`src/hdl/c32cbcs_pkg.sv`:
```
// shared constants and types for the crc32c block checksum unit
// no dependencies; used by c32cbcs_crc_step and the top level

package c32cbcs_pkg;

  localparam int unsigned MAX_BLOCK_BYTES = 65536;
  // byte counter saturates at MAX_BLOCK_BYTES, so it must hold that value
  localparam int unsigned POS_W = $clog2(MAX_BLOCK_BYTES + 1);

  localparam int unsigned CRC_W   = 32;
  localparam int unsigned BYTE_W  = 8;
  localparam int unsigned OFS_W   = 16;
  localparam int unsigned FIELD_BYTES = 4;
  // compare width covers both the counter and offset + field length
  localparam int unsigned CMP_W = (POS_W > OFS_W + 1) ? POS_W : OFS_W + 1;

  localparam logic [CRC_W-1:0] CRC_POLY_REFLECTED = 32'h82F6_3B78;
  localparam logic [CRC_W-1:0] CRC_SEED_RESET     = 32'hFFFF_FFFF;

  localparam int unsigned ADDR_W = 4;
  localparam int unsigned DATA_W = 32;

  typedef enum logic [1:0] {
    REG_CRC_SEED        = 2'd0,
    REG_CHECKSUM_OFFSET = 2'd1,
    REG_SKIP_ENABLE     = 2'd2,
    REG_UNUSED          = 2'd3
  } reg_idx_t;

endpackage

```
`src/hdl/crc32c_block_checksum_skip_field.sv`:
```
// top level of the crc32c block checksum unit with checksum field skip
// depends on c32cbcs_pkg and c32cbcs_crc_step
//
// Usage:
//   A metadata block enters on the in_ channel one byte per transaction,
//   with in_last_byte high on its final byte. The CRC starts from the
//   seed register on the first byte of each block. When skip is enabled,
//   the four bytes at checksum_offset are left out of the CRC; they are
//   always captured big-endian as the stored checksum.
//   On the last byte one result leaves on the out_ channel: the CRC
//   register, its inverse, a match flag and a too-short flag.
//   Throughput is one byte per cycle unless a last byte waits on in_stall,
//   set by the byte XOR network feeding the CRC register. out_valid rises
//   in the cycle after the last byte is accepted (the result register).
//   When the receiver stalls, the result holds in the output register and
//   non-last bytes keep flowing; only a last byte waits (in_stall high)
//   until the held result is taken.
//   Reset (rst_n low, synchronous) restores the register defaults, clears
//   the byte counter and empties the result register. Registers are
//   written through the APB-style port at byte addresses 0, 4 and 8.

module crc32c_block_checksum_skip_field (
  input  logic                                clk,
  input  logic                                rst_n,
  // input channel
  input  logic                                in_valid,
  output logic                                in_stall,
  input  logic [c32cbcs_pkg::BYTE_W-1:0]      in_data_byte,
  input  logic                                in_last_byte,
  // result channel
  output logic                                out_valid,
  input  logic                                out_stall,
  output logic [c32cbcs_pkg::CRC_W-1:0]       out_crc_intermediate,
  output logic [c32cbcs_pkg::CRC_W-1:0]       out_crc_final,
  output logic                                out_checksum_ok,
  output logic                                out_block_too_short,
  // configuration
  input  logic                                psel,
  input  logic                                penable,
  input  logic                                pwrite,
  input  logic [c32cbcs_pkg::ADDR_W-1:0]      paddr,
  input  logic [c32cbcs_pkg::DATA_W-1:0]      pwdata,
  output logic [c32cbcs_pkg::DATA_W-1:0]      prdata,
  output logic                                pready
);

  localparam int unsigned CRC_W = c32cbcs_pkg::CRC_W;
  localparam int unsigned POS_W = c32cbcs_pkg::POS_W;
  localparam int unsigned CMP_W = c32cbcs_pkg::CMP_W;
  localparam int unsigned OFS_W = c32cbcs_pkg::OFS_W;
  localparam int unsigned BYTE_W = c32cbcs_pkg::BYTE_W;
  localparam logic [POS_W-1:0] POS_MAX = POS_W'(c32cbcs_pkg::MAX_BLOCK_BYTES);

  // configuration registers
  logic [CRC_W-1:0] crc_seed_r;
  logic [OFS_W-1:0] checksum_offset_r;
  logic             skip_enable_r;

  c32cbcs_pkg::reg_idx_t reg_idx;
  logic                  cfg_wr;

  assign pready  = 1'b1;
  assign reg_idx = c32cbcs_pkg::reg_idx_t'(paddr[3:2]);
  assign cfg_wr  = psel & penable & pwrite & pready;

  always_ff @(posedge clk) begin
    if (!rst_n) begin
      crc_seed_r        <= c32cbcs_pkg::CRC_SEED_RESET;
      checksum_offset_r <= '0;
      skip_enable_r     <= 1'b1;
    end else if (cfg_wr) begin
      case (reg_idx)
        c32cbcs_pkg::REG_CRC_SEED:        crc_seed_r        <= pwdata;
        c32cbcs_pkg::REG_CHECKSUM_OFFSET: checksum_offset_r <= pwdata[OFS_W-1:0];
        c32cbcs_pkg::REG_SKIP_ENABLE:     skip_enable_r     <= pwdata[0];
        default: ;
      endcase
    end
  end

  always_comb begin
    case (reg_idx)
      c32cbcs_pkg::REG_CRC_SEED:        prdata = crc_seed_r;
      c32cbcs_pkg::REG_CHECKSUM_OFFSET: prdata = {{(32-OFS_W){1'b0}}, checksum_offset_r};
      c32cbcs_pkg::REG_SKIP_ENABLE:     prdata = {31'b0, skip_enable_r};
      default:                          prdata = '0;
    endcase
  end

  // block state
  logic [CRC_W-1:0] crc_r, crc_nxt;
  logic [POS_W-1:0] pos_r, pos_nxt;
  logic [CRC_W-1:0] stored_r, stored_nxt;

  // result register
  logic             out_valid_r, out_valid_nxt;
  logic [CRC_W-1:0] res_crc_r, res_crc_nxt;
  logic             res_ok_r, res_ok_nxt;
  logic             res_short_r, res_short_nxt;

  logic             in_accept;
  logic [CRC_W-1:0] crc_base;
  logic [CRC_W-1:0] crc_upd;
  logic [POS_W-1:0] pos_inc;
  logic [CMP_W-1:0] pos_cmp, pos_inc_cmp, ofs_cmp, field_end;
  logic             in_field;
  logic [CRC_W-1:0] stored_upd;
  logic             too_short;

  // only a last byte needs the result register free
  assign in_stall  = out_valid_r & out_stall & in_last_byte;
  assign in_accept = in_valid & ~in_stall;

  assign crc_base    = (pos_r == '0) ? crc_seed_r : crc_r;
  assign pos_cmp     = CMP_W'(pos_r);
  assign ofs_cmp     = CMP_W'(checksum_offset_r);
  assign field_end   = ofs_cmp + CMP_W'(c32cbcs_pkg::FIELD_BYTES);
  assign in_field    = (pos_r < POS_MAX) && (pos_cmp >= ofs_cmp) && (pos_cmp < field_end);
  assign stored_upd  = in_field ? {stored_r[CRC_W-BYTE_W-1:0], in_data_byte} : stored_r;
  assign pos_inc     = (pos_r < POS_MAX) ? pos_r + POS_W'(1) : pos_r;
  assign pos_inc_cmp = CMP_W'(pos_inc);
  assign too_short   = pos_inc_cmp < field_end;

  c32cbcs_crc_step u_crc_step (
    .crc_in  (crc_base),
    .data_in (in_data_byte),
    .hash_en (~(in_field & skip_enable_r)),
    .crc_out (crc_upd)
  );

  always_comb begin
    crc_nxt    = crc_r;
    pos_nxt    = pos_r;
    stored_nxt = stored_r;
    if (in_accept) begin
      if (in_last_byte) begin
        crc_nxt    = crc_seed_r;
        pos_nxt    = '0;
        stored_nxt = '0;
      end else begin
        crc_nxt    = crc_upd;
        pos_nxt    = pos_inc;
        stored_nxt = stored_upd;
      end
    end
  end

  always_comb begin
    out_valid_nxt = out_valid_r & out_stall;
    res_crc_nxt   = res_crc_r;
    res_ok_nxt    = res_ok_r;
    res_short_nxt = res_short_r;
    if (in_accept && in_last_byte) begin
      out_valid_nxt = 1'b1;
      res_crc_nxt   = crc_upd;
      res_ok_nxt    = ~too_short & ((~crc_upd) == stored_upd);
      res_short_nxt = too_short;
    end
  end

  always_ff @(posedge clk) begin
    if (!rst_n) begin
      crc_r       <= c32cbcs_pkg::CRC_SEED_RESET;
      pos_r       <= '0;
      stored_r    <= '0;
      out_valid_r <= 1'b0;
    end else begin
      crc_r       <= crc_nxt;
      pos_r       <= pos_nxt;
      stored_r    <= stored_nxt;
      out_valid_r <= out_valid_nxt;
    end
  end

  always_ff @(posedge clk) begin
    res_crc_r   <= res_crc_nxt;
    res_ok_r    <= res_ok_nxt;
    res_short_r <= res_short_nxt;
  end

  assign out_valid            = out_valid_r;
  assign out_crc_intermediate = res_crc_r;
  assign out_crc_final        = ~res_crc_r;
  assign out_checksum_ok      = res_ok_r;
  assign out_block_too_short  = res_short_r;

endmodule

```
`src/hdl/c32cbcs_crc_step.sv`:
```
// one-byte reflected crc32c update as an xor network
// depends on c32cbcs_pkg

module c32cbcs_crc_step (
  input  logic [c32cbcs_pkg::CRC_W-1:0]  crc_in,
  input  logic [c32cbcs_pkg::BYTE_W-1:0] data_in,
  input  logic                           hash_en,
  output logic [c32cbcs_pkg::CRC_W-1:0]  crc_out
);

  logic [c32cbcs_pkg::CRC_W-1:0] c;

  always_comb begin
    c = crc_in ^ {{(c32cbcs_pkg::CRC_W - c32cbcs_pkg::BYTE_W){1'b0}}, data_in};
    // eight shift-and-conditional-xor steps, flattened by synthesis
    for (int i = 0; i < c32cbcs_pkg::BYTE_W; i++) begin
      if (c[0]) begin
        c = (c >> 1) ^ c32cbcs_pkg::CRC_POLY_REFLECTED;
      end else begin
        c = c >> 1;
      end
    end
    crc_out = hash_en ? c : crc_in;
  end

endmodule
```
`config.mk`:
```
export PLATFORM = sky130hd
export DESIGN_NAME = crc32c_block_checksum_skip_field
export DESIGN_NICKNAME = d
export VERILOG_FILES = /design/src/hdl/c32cbcs_pkg.sv /design/src/hdl/crc32c_block_checksum_skip_field.sv /design/src/hdl/c32cbcs_crc_step.sv
export SDC_FILE = /design/constraint.sdc
export NUM_CORES = 1
export LEC_CHECK = 0
export ABC_AREA = 0
export ABC_CLOCK_PERIOD_IN_PS = 4900
export BUFFER_PORTS_ARGS = -buffer_cell sky130_fd_sc_hd__clkbuf_2
export CAP_MARGIN = 20
export CORE_UTILIZATION = 53
export CTS_CLUSTER_SIZE = 12
export DETAILED_ROUTE_END_ITERATION = 6
export GPL_TIMING_DRIVEN = 0
export PLACE_DENSITY = 0.86
export SLEW_MARGIN = 20
export SYNTH_ARGS = -nofsm -noshare
export SYNTH_HDL_FRONTEND = slang
export SYNTH_SLANG_ARGS = --single-unit
```
`constraint.sdc`:
```
create_clock -name clk -period 4.9 [get_ports clk]
set_clock_uncertainty 0.05 [all_clocks]
set_input_delay 0.98 -clock clk [delete_from_list [all_inputs] [get_ports clk]]
set_output_delay 0.98 -clock clk [all_outputs]
set_load 0.05 [all_outputs]
```
### After elaboration in Yosys (flattened, before gate mapping)

Cells that the tools add are included.

* register bits after elaboration: 165
* bits in latches: 0
* RAM bits: 0
* ROM bits: 0
* output and inout port bits: 101
* word-level logic and storage cells: 64
* memories kept: 0

* add/sub/neg operators: 2
* $mul: 0
* div/mod/pow operators: 0
* order comparisons: 4
* equal/unequal tests: 3
* shifts and indexed selects: 0
* muxes and demuxes: 17
* bitwise gates (word level): 20
* reductions and logical operators: 8

Operators by type and width (number)
* 32-bit two-way mux: 13
* 16-bit NOT with 17-bit output: 8
* 32-bit case mux with 3 select lines: 1
* 32-bit NOT: 2
* 17-bit < comparator: 2
* 17-bit two-way mux: 2
* 32-bit == test: 1
* 32-bit by 8-bit bitwise XOR with 32-bit output: 1
* 16-bit by 3-bit adder with 17-bit output (second input constant): 1
* 17-bit by 1-bit adder with 17-bit output (second input constant): 1
* 17-bit by 16-bit greater-or-equal comparator with 1-bit output: 1
* 17-bit logical NOT: 1
* 17-bit < comparator (second input constant): 1
* 1-bit bitwise AND: 7
* 2-bit AND reduction: 3
* 1-bit logical AND: 3
* 2-bit by 1-bit == test with 1-bit output (second input constant): 1
* 2-bit == test (second input constant): 1
* 2-bit logical NOT: 1
* 1-bit NOT: 2
* 1-bit two-way mux: 1

### Depth between registers and ports, before layout

Gate-level depths: netlist of the first run.

* depth in word-level cells: 23
* depth in mapped cells: 19
* mapped depth without buffers: 17

### Modules after synthesis

From an unflattened synthesis of the first run, not the netlist that was laid out.

* cells, all modules: 1336
* area, all modules: 11711.2 um^2

By module, submodules not included
* crc32c_block_checksum_skip_field: instances 1, cells each 1211, area an instance 10364.9 um^2, sequential area each 3643.5 um^2
* c32cbcs_crc_step: instances 1, cells each 125, area an instance 1346.3 um^2, sequential area each 0.0 um^2

### Worst setup path before layout of the first run

No wires, ideal clock.

* path kind: register to register
* start: reg pos_r[10] (netlist: pos_cmp[10])
* end: reg res_ok_r (netlist: out_checksum_ok), data pin
* setup time: 0.176 ns
* data arrival time: 4.926 ns
* slack: -0.252 ns
* cell stages (with the launch flop): 17
* cell sequence: dfxtp_1 buf_6 or4_1 or4_1 buf_6 buf_8 mux2i_4 xnor2_1 xnor3_1 xor2_1 xnor2_1 xor2_1 nand4_1 a221oi_2 o31ai_1 or4_1 nor4_1

* word-level cells in the longest chain between the ends: 21
* elaborated cells on any way between the ends: 34
* classes of those cells: add/sub (1); order compare (4); eq/ne (1); mux (12); bitwise (13); reduce/logical (3)

Ends and longest elaborated chain
* start: declaration: RTL line crc32c_block_checksum_skip_field.sv:92 `logic [POS_W-1:0] pos_r, pos_nxt;`
* start signal: assignment: RTL line crc32c_block_checksum_skip_field.sv:169 `pos_r <= pos_nxt;`
* 17-bit logical NOT: RTL line crc32c_block_checksum_skip_field.sv:114 `assign crc_base = (pos_r == '0) ? crc_seed_r : crc_r;`
* 32-bit two-way mux: RTL line crc32c_block_checksum_skip_field.sv:114
* 32-bit by 8-bit bitwise XOR with 32-bit output: RTL line c32cbcs_crc_step.sv:14 `c = crc_in ^ {{(c32cbcs_pkg::CRC_W - c32cbcs_pkg::BYTE_W){1'b0}}, data_in};`
* 16-bit NOT with 17-bit output (no line) or 32-bit two-way mux (tied branches)
* 32-bit two-way mux or 16-bit NOT with 17-bit output (tied branches)
* 16-bit NOT with 17-bit output (no line) or 32-bit two-way mux (tied branches)
* 32-bit two-way mux or 16-bit NOT with 17-bit output (tied branches) (2 in a row)
* 16-bit NOT with 17-bit output (no line) or 32-bit two-way mux (tied branches)
* [4 not listed]
* 32-bit two-way mux or 16-bit NOT with 17-bit output (tied branches)
* 16-bit NOT with 17-bit output (no line) or 32-bit two-way mux (tied branches)
* 32-bit two-way mux or 16-bit NOT with 17-bit output (tied branches)
* 32-bit two-way mux: RTL line c32cbcs_crc_step.sv:17 `if (c[0]) begin`
* 32-bit two-way mux: RTL line c32cbcs_crc_step.sv:23 `crc_out = hash_en ? c : crc_in;`
* 32-bit NOT: RTL line crc32c_block_checksum_skip_field.sv:156 `res_ok_nxt = ~too_short & ((~crc_upd) == stored_upd);`
* 32-bit == test: RTL line crc32c_block_checksum_skip_field.sv:156
* 1-bit bitwise AND (*): RTL line crc32c_block_checksum_skip_field.sv:156
* end signal: assignment: RTL line crc32c_block_checksum_skip_field.sv:177 `res_ok_r <= res_ok_nxt;`
* end: declaration: RTL line crc32c_block_checksum_skip_field.sv:98 `logic res_ok_r, res_ok_nxt;`

Every way passes the cells marked *; elsewhere a longest branch is shown, timed or not.
A chain may end at the register's enable or synchronous reset.

### Final worst setup path of the first run

* start: in in_data_byte[2] (netlist bit)
* end: reg res_ok_r (netlist: out_checksum_ok), data pin

* word-level cells in the longest chain between the ends: 17
* elaborated cells on any way between the ends: 19
* classes of those cells: eq/ne (1); mux (10); bitwise (8)

Ends and longest elaborated chain
* start: declaration: RTL line crc32c_block_checksum_skip_field.sv:28 `input logic [c32cbcs_pkg::BYTE_W-1:0] in_data_byte,`
* 32-bit by 8-bit bitwise XOR with 32-bit output: RTL line c32cbcs_crc_step.sv:14
* 32-bit two-way mux (3 in a row): RTL line c32cbcs_crc_step.sv:17
* 32-bit two-way mux or 16-bit NOT with 17-bit output (tied branches)
* 16-bit NOT with 17-bit output (no line) or 32-bit two-way mux (tied branches)
* 32-bit two-way mux or 16-bit NOT with 17-bit output (tied branches)
* 16-bit NOT with 17-bit output (no line) or 32-bit two-way mux (tied branches)
* 32-bit two-way mux or 16-bit NOT with 17-bit output (tied branches)
* 16-bit NOT with 17-bit output (no line) or 32-bit two-way mux (tied branches)
* 32-bit two-way mux: RTL line c32cbcs_crc_step.sv:17
* 16-bit NOT with 17-bit output (no line)
* 32-bit two-way mux: RTL line c32cbcs_crc_step.sv:17
* 32-bit two-way mux: RTL line c32cbcs_crc_step.sv:23
* 32-bit NOT: RTL line crc32c_block_checksum_skip_field.sv:156
* 32-bit == test (*): RTL line crc32c_block_checksum_skip_field.sv:156
* 1-bit bitwise AND (*): RTL line crc32c_block_checksum_skip_field.sv:156

Marks and branches as above.

==> results of run 1 <==
sequential cells by signal, indices dropped and copies added, names as in the netlist:
register,flops
checksum_offset_r,16
crc_r,32
crc_seed_r,32
out_block_too_short,1
out_checksum_ok,1
out_crc_intermediate,32
out_valid,1
pos_cmp,17
skip_enable_r,1
stored_r,32
metrics by stage:
| stage | cells | setup TNS, ps | hold slack (ps) | total power [mW] |
|---|---|---|---|---|
| floorplan | 1337 | 0 | 391 | 2.72 |
| global placement | 1754 | -34550 | 405 | 3.17 |
| detailed placement | 1755 | -40440 | 405 | 3.18 |
| CTS | 1812 | -52.2 | 427 | 4.76 |
| global route | 1819 | -174 | 461 | 5.08 |
| finish | 1819 | -203 | 433 | 4.96 |
layer usage:
metal  routed length, um  vias up
met3                3920      190
li1                    -     5033
met1               15100     5345
met2               18600      745
met5                   0        -
met4                2450        0
layout by cell type, fill, tap and decap left out, types with 6 or more instances in the layout:
master,netlist,routed
inv_1,64,62
nor2_1,59,58
a21boi_0,18,18
nor2b_1,47,47
dfxtp_2,0,8
o21ai_0,48,38
o21ai_1,1,8
nand4_1,12,12
mux2i_4,2,14
clkbuf_1,77,63
edfxtp_1,34,34
nor3_1,14,13
a22oi_1,42,42
mux2i_2,0,9
clkbuf_4,0,6
and2_1,25,25
dfxtp_1,131,123
ha_1,40,40
clkbuf_2,0,144
and3_1,7,7
xor2_1,50,45
xnor2_1,120,99
a31oi_1,6,6
mux2i_1,104,83
a21oi_1,33,31
nand2_1,194,194
nand3_1,52,51
buf_1,10,8
clkbuf_16,0,18
o211ai_1,38,38
xnor2_4,1,9
xnor2_2,2,15
buf_4,1,39
worst max-delay path: stages:
cell      delay [ps]
clkbuf_1         550
xor2_1           490
xnor2_1          210
mux2i_1          170
xnor2_2          340
buf_4            230
xnor3_2          330
xnor2_4          200
buf_4            170
xnor2_4          340
o221ai_1         140
or4_1            530
or4_4            470
nor4_2           140
report_power, final:
part           switching [mW]  internal [mW]  total, mW
Combinational            1.31          0.823       2.13
Sequential             0.0488           1.45       1.50
Clock                   0.614          0.715       1.33
Total                    1.97           2.99       4.96
logic make-up (layout without fill, tap and decap cells):
group | after synthesis | count (layout) | synth area share [%]
compound gates | 234 | 234 | 14.1
xor+xnor | 181 | 181 | 15.3
fa+ha+maj | 44 | 44 | 4.75
buf+inv | 157 | 364 | 5.46
flops | 165 | 165 | 32.0
mux | 108 | 108 | 9.75
other cells | 1 | 1 | 0.0330
simple gates | 447 | 447 | 18.6
repair_timing:
action                     CTS  global route
buffers inserted            28             8
setup endpoints to repair   86            46
pin swaps                   20             8
resized for setup          102            39
final cells by class:
type	count	area share, %
multi-input cells	1015	55.3
flip-flops and latches	165	26.3
repair buffers	179	7.12
clock buffers	21	3.46
plain buffers	88	2.98
well taps	275	2.47
inverters	65	1.75
clock inverters	11	0.648
worst paths after layout:
check,cells past startpoint,startpoint,to,slack [ps]
max reg2reg,12,checksum_offset_r[7],out_checksum_ok,-120
min reg2reg,2,crc_r[19],crc_r[19],430
max,14,in_data_byte[2],out_checksum_ok,-200
min,2,crc_r[19],crc_r[19],430
==> summary.md, run 1 <==
| Metric | Value |
|---|---|
| Floorplan core area | 21000 um^2 |
| Die H | 148 um |
| Total Nets Final | 1623 |
| Area leader, netlist | dfxtp_1 |
| Routed wire length | 40000 um |
| Total vias in the final route | 11.3k |
| Initial Util | 54.1% |
| Overall fraction of global-route tracks in use | 36.1% |
| Initial antenna violation count | 0 |
| Routed len/inst | 22.0 um |
| Ratio of total power to cell area | 357 nW/um^2 |
| Number of global-route vias before repair | 10.6k |
| Met1 track demand over resource | 43.8% |
| Wire length of the first global-routing pass | 59700 um |
| Failing checks | setup timing |
| Post-DP HPWL | 29300 um |
| Maximum vdd drop | 0.267 mV |
| Final RePlAce weighted congestion | 1.01 |
| Number of enable-type register cells in the synthesized netlist | 34 |
| Most frequently used cell type in the post-synthesis netlist | nand2_1 |
| Avg Inst Size Synth | 8.51 um^2 |
| Multi-input logic area | 7690 um^2 |
| Die ar. | 22000 um^2 |
| Final-report hold violation count | 0 |
| Worst slack at placement | -1250 ps |
| PortBufs | 142 |
| Arrival time reported for the critical path endpoint | 5310 ps |
| Worst-Skew Late Latency | 450 ps |
| Final max-slew violation count | 0 |
| Syn_nets | 1429 |
| Maximum number of pins on one net before global-route repair | 35 |
| Setup violation total in the final timing report | 1 |
| RSZ-0062 raised after global routing | yes |
| Non-Filler Cell Area, Final | 13900 um^2 |
| Cell count after synthesis | 1337 |
| Commonest register cell after synthesis | dfxtp_1 |
| Clock Sink Count | 165 |
| Detailed router's first-iteration violation count | 1236 |
| Filler instances | 1650 |
| Least-Margin Pin Slew | 1130 ps |
| Fmax | 196 MHz |
| Most frequent cells after synthesis | nand2_1 (194), dfxtp_1 (131), xnor2_1 (120), mux2i_1 (104), clkbuf_1 (77) |
| Met3 global-route usage | 8.87% |
| Slew HR | 24.2% |
| GR peak layer | met2 |
| Outcome | complete, but fails checks |
| Post-place instance area | 12500 um^2 |
| Final design utilization | 66.2% |
| Cell chosen for the clock root | clkbuf_16 |
| Maximum clock path buffer count | 2 |
| Count of unresolved DRC violations after routing | 0 |
| Clock input transition at the sequential cells of the worst setup and hold paths | 70 ps |
| Count of hold-fix buffers inserted at cts | 0 |
| Layout overhead on the synthesized area | 22.3% |
| Width of the die | 148 um |
| Warning count from the yosys run | 0 |
| Total inserted antenna cells | 0 |
| Kind of critical path | in -> reg |
| Register bit total from synthesis | 165 |
| Largest cells by area after synthesis | dfxtp_1 (23%), xnor2_1 (9.2%), mux2i_1 (9.2%), edfxtp_1 (9.0%), nand2_1 (6.4%) |
| Sequential area share after synthesis | 32.0% |
| Sort of element at the end of the critical path | flip-flop |
| Row cnt | 53 |
| Startpoint types | input port |
| Fraction of final layout cells sized beyond drive strength 1 | 20.7% |
| Clock tree from TritonCTS | yes |
| DR vias/cell | 6.22 |
| Post-layout minimum cycle time | 5100 ps |
| Clock buffers created by TritonCTS | 17 |
| Synthesized area | 11400 um^2 |
| M2 GR Usage | 58.1% |
| Boundary pin count | 153 |
| Final worst path period share | 104% |
| Tightest Hold Check Type | reg -> reg |
| Async set or reset register ratio after synthesis | 0% |
| Storage element area | 3650 um^2 |
| Top-area cell type share of the netlist area | 23.1% |
| Crit path required time | 5110 ps |
| Leakage component of the power | 5.78 nW |
| Remaining number of nets flagged by the antenna check after routing | 0 |
| Worst Path Max Fanout | 6 |
| Number of iterations in the first detailed-routing pass | 6 |
| Max capacitance violation total | 0 |
| Count of distinct cell types in the synthesized netlist | 75 |
| Worst-case setup margin in the final layout | -203 ps |
| Remaining global-route overflow | 0 |
| Deepest level of the CTS H-tree | 4 |
Note: power is estimated with default switching activity, not from simulation.
==> run 2, diff against run 1 <==
PLACE_DENSITY = 0.76   (was 0.86)
==> summary.md, run 2 (synthesis results as in run 1) <==
| Metric | Value |
|---|---|
| Outcome | complete, but fails checks |
| Failing checks | setup timing |
| Clock Sink Count | 165 |
| Arrival time reported for the critical path endpoint | 5220 ps |
| Final worst path period share | 102% |
| Logic gate share of total power | 43.6% |
| Internal power summed over all cells | 3.00 mW |
| Cell chosen for the clock root | clkbuf_16 |
| Top delay family on crit path | simple AND/OR/NAND/NOR gates |
| Startpoint types | flip-flop |
| Initial antenna violation count | 0 |
| Count of buffering cells on the critical path with inverters included | 4 |
| Slew HR | 35.1% |
| Maximum number of pins on one net before global-route repair | 21 |
| Post-DP HPWL | 29200 um |
| Tightest Hold Check Type | reg -> reg |
| Clock buffers created by TritonCTS | 17 |
| Leakage component of the power | 5.83 nW |
| Clock tree from TritonCTS | yes |
| Number of iterations in the first detailed-routing pass | 6 |
| Maximum vdd drop | 0.259 mV |
| Final max-slew violation count | 0 |
| Clock input transition at the sequential cells of the worst setup and hold paths | 70 ps |
| Total Nets Final | 1628 |
| Final-report hold violation count | 0 |
| Remaining global-route overflow | 0 |
| GR peak layer | met2 |
| Setup violation total in the final timing report | 1 |
| Overall fraction of global-route tracks in use | 35.7% |
| M2 GR Usage | 57.2% |
| Final RePlAce weighted congestion | 1.03 |
| Boundary pin count | 153 |
| Dominant cell type by count on the critical path | or4_4 |
| Floorplan core area | 21000 um^2 |
| Most frequent cells in the layout | nand2_1 (194), clkbuf_2 (145), dfxtp_1 (116), xnor2_1 (101), mux2i_1 (84) |
| PortBufs | 142 |
| Post-layout minimum cycle time | 5000 ps |
| Remaining number of nets flagged by the antenna check after routing | 0 |
| Slowest cell on the critical path | or4_4 |
| Met1 track demand over resource | 44.0% |
| Worst-Skew Late Latency | 450 ps |
| Crit path required time | 5120 ps |
| Power share of the sequential group | 30.2% |
| Accumulated negative setup slack | -103 ps |
| Width of the die | 148 um |
| Routed len/inst | 21.6 um |
| Initial Util | 54.1% |
| Crit-path max cell delay | 550 ps |
| Detailed router's first-iteration violation count | 1167 |
| Total vias in the final route | 11.1k |
| Sort of element at the end of the critical path | flip-flop |
| RSZ-0062 raised after global routing | yes |
| DR vias/cell | 6.08 |
| Total inserted antenna cells | 0 |
| Met3 global-route usage | 7.61% |
| Die H | 148 um |
| Count of unresolved DRC violations after routing | 0 |
| List of cells traversed by the critical path | clkbuf_8 -> or4_4 -> or4_4 -> buf_12 -> buf_6 -> mux2i_4 -> xor2_4 -> xnor3_2 -> xnor2_4 -> buf_4 -> xnor2_4 -> o221ai_2 -> or4_1 -> or4_4 -> nor4_2 |
| Kind of critical path | reg -> reg |
| Row cnt | 53 |
| Switching fraction of total power | 39.4% |
| Deepest level of the CTS H-tree | 4 |
| Total Power | 4.96 mW |
| Worst Path Max Fanout | 8 |
| Power share of the clock group | 26.2% |
| Fraction of final layout cells sized beyond drive strength 1 | 21.6% |
| Ratio of total power to cell area | 354 nW/um^2 |
| Worst-case setup margin in the final layout | -103 ps |
| Maximum clock path buffer count | 2 |
| Routed wire length | 39400 um |
| P_sw | 1.95 mW |
| Number of global-route vias before repair | 10.5k |
| Non-Filler Cell Area, Final | 14000 um^2 |
| Fmax | 200 MHz |
| Most common cell after layout, fill and taps aside | nand2_1 |
| Least-Margin Pin Slew | 970 ps |
| Post-place instance area | 12500 um^2 |
| Max capacitance violation total | 0 |
| Layout overhead on the synthesized area | 23.1% |
| Wire length of the first global-routing pass | 59200 um |
| Die ar. | 22000 um^2 |
| Worst hold slack after final layout | 437 ps |
## run 2: worst paths after layout
check / from / endpoint / slack [ps] / cells after the start
max: pos_cmp[6] / out_checksum_ok / -100 / 15
min: checksum_offset_r[11] / checksum_offset_r[11] / 440 / 2
max reg2reg: pos_cmp[6] / out_checksum_ok / -100 / 15
min reg2reg: checksum_offset_r[11] / checksum_offset_r[11] / 440 / 2
## run 2: worst min-delay path: stages, from the launching register on
cell	delay, ps
dfxtp_1	330
nand2_1	50
a21boi_0	60
## run 2: final cells by class
type                       instances  area, um^2
timing repair buffer             186        1080
multi-input combinational       1015        7710
tap                              275         344
sequential                       165        3670
fill                            1729        7020
inverter                          65         249
clock inverter                    11        87.6
buffer                            86         395
clock buffer                      21         470
## run 2: power groups by stage
stage | Sequential (mW) | Clock [mW] | Combinational (mW)
after floorplan | 1.58 | 0 | 1.14
after global placement | 1.52 | 0 | 1.65
after detailed placement | 1.52 | 0 | 1.66
after CTS | 1.49 | 1.30 | 1.98
after global routing | 1.50 | 1.35 | 2.23
final | 1.50 | 1.30 | 2.16
## run 2: repair_timing
| item | 4_1_cts | 5_1_grt |
|---|---|---|
| gates cloned | 0 | 0 |
| resized for setup | 112 | 43 |
| hold buffers | 0 | 0 |
| endpoints found under the setup margin | 86 | 54 |
| pin swaps | 23 | 12 |
| buffers inserted | 32 | 10 |
## run 2: routing by layer
| layer | vias up | share of wire [%] | routed length (um) |
|---|---|---|---|
| li1 | 5045 | - | - |
| met1 | 5225 | 39 | 15400 |
| met2 | 664 | 46 | 18000 |
| met3 | 157 | 9.0 | 3560 |
| met4 | 0 | 6.0 | 2380 |
| met5 | - | 0 | 0 |
## run 2: stage by stage
step	cells	utilization, %	worst slack (ps)
5_1_grt	1824	66.6	-199
2_1_floorplan	1337	-	63.5
4_1_cts	1815	65.5	-34.9
3_5_place_dp	1756	59.5	-1330
6_report	1824	66.6	-103
3_3_place_gp	1754	59.3	-1830
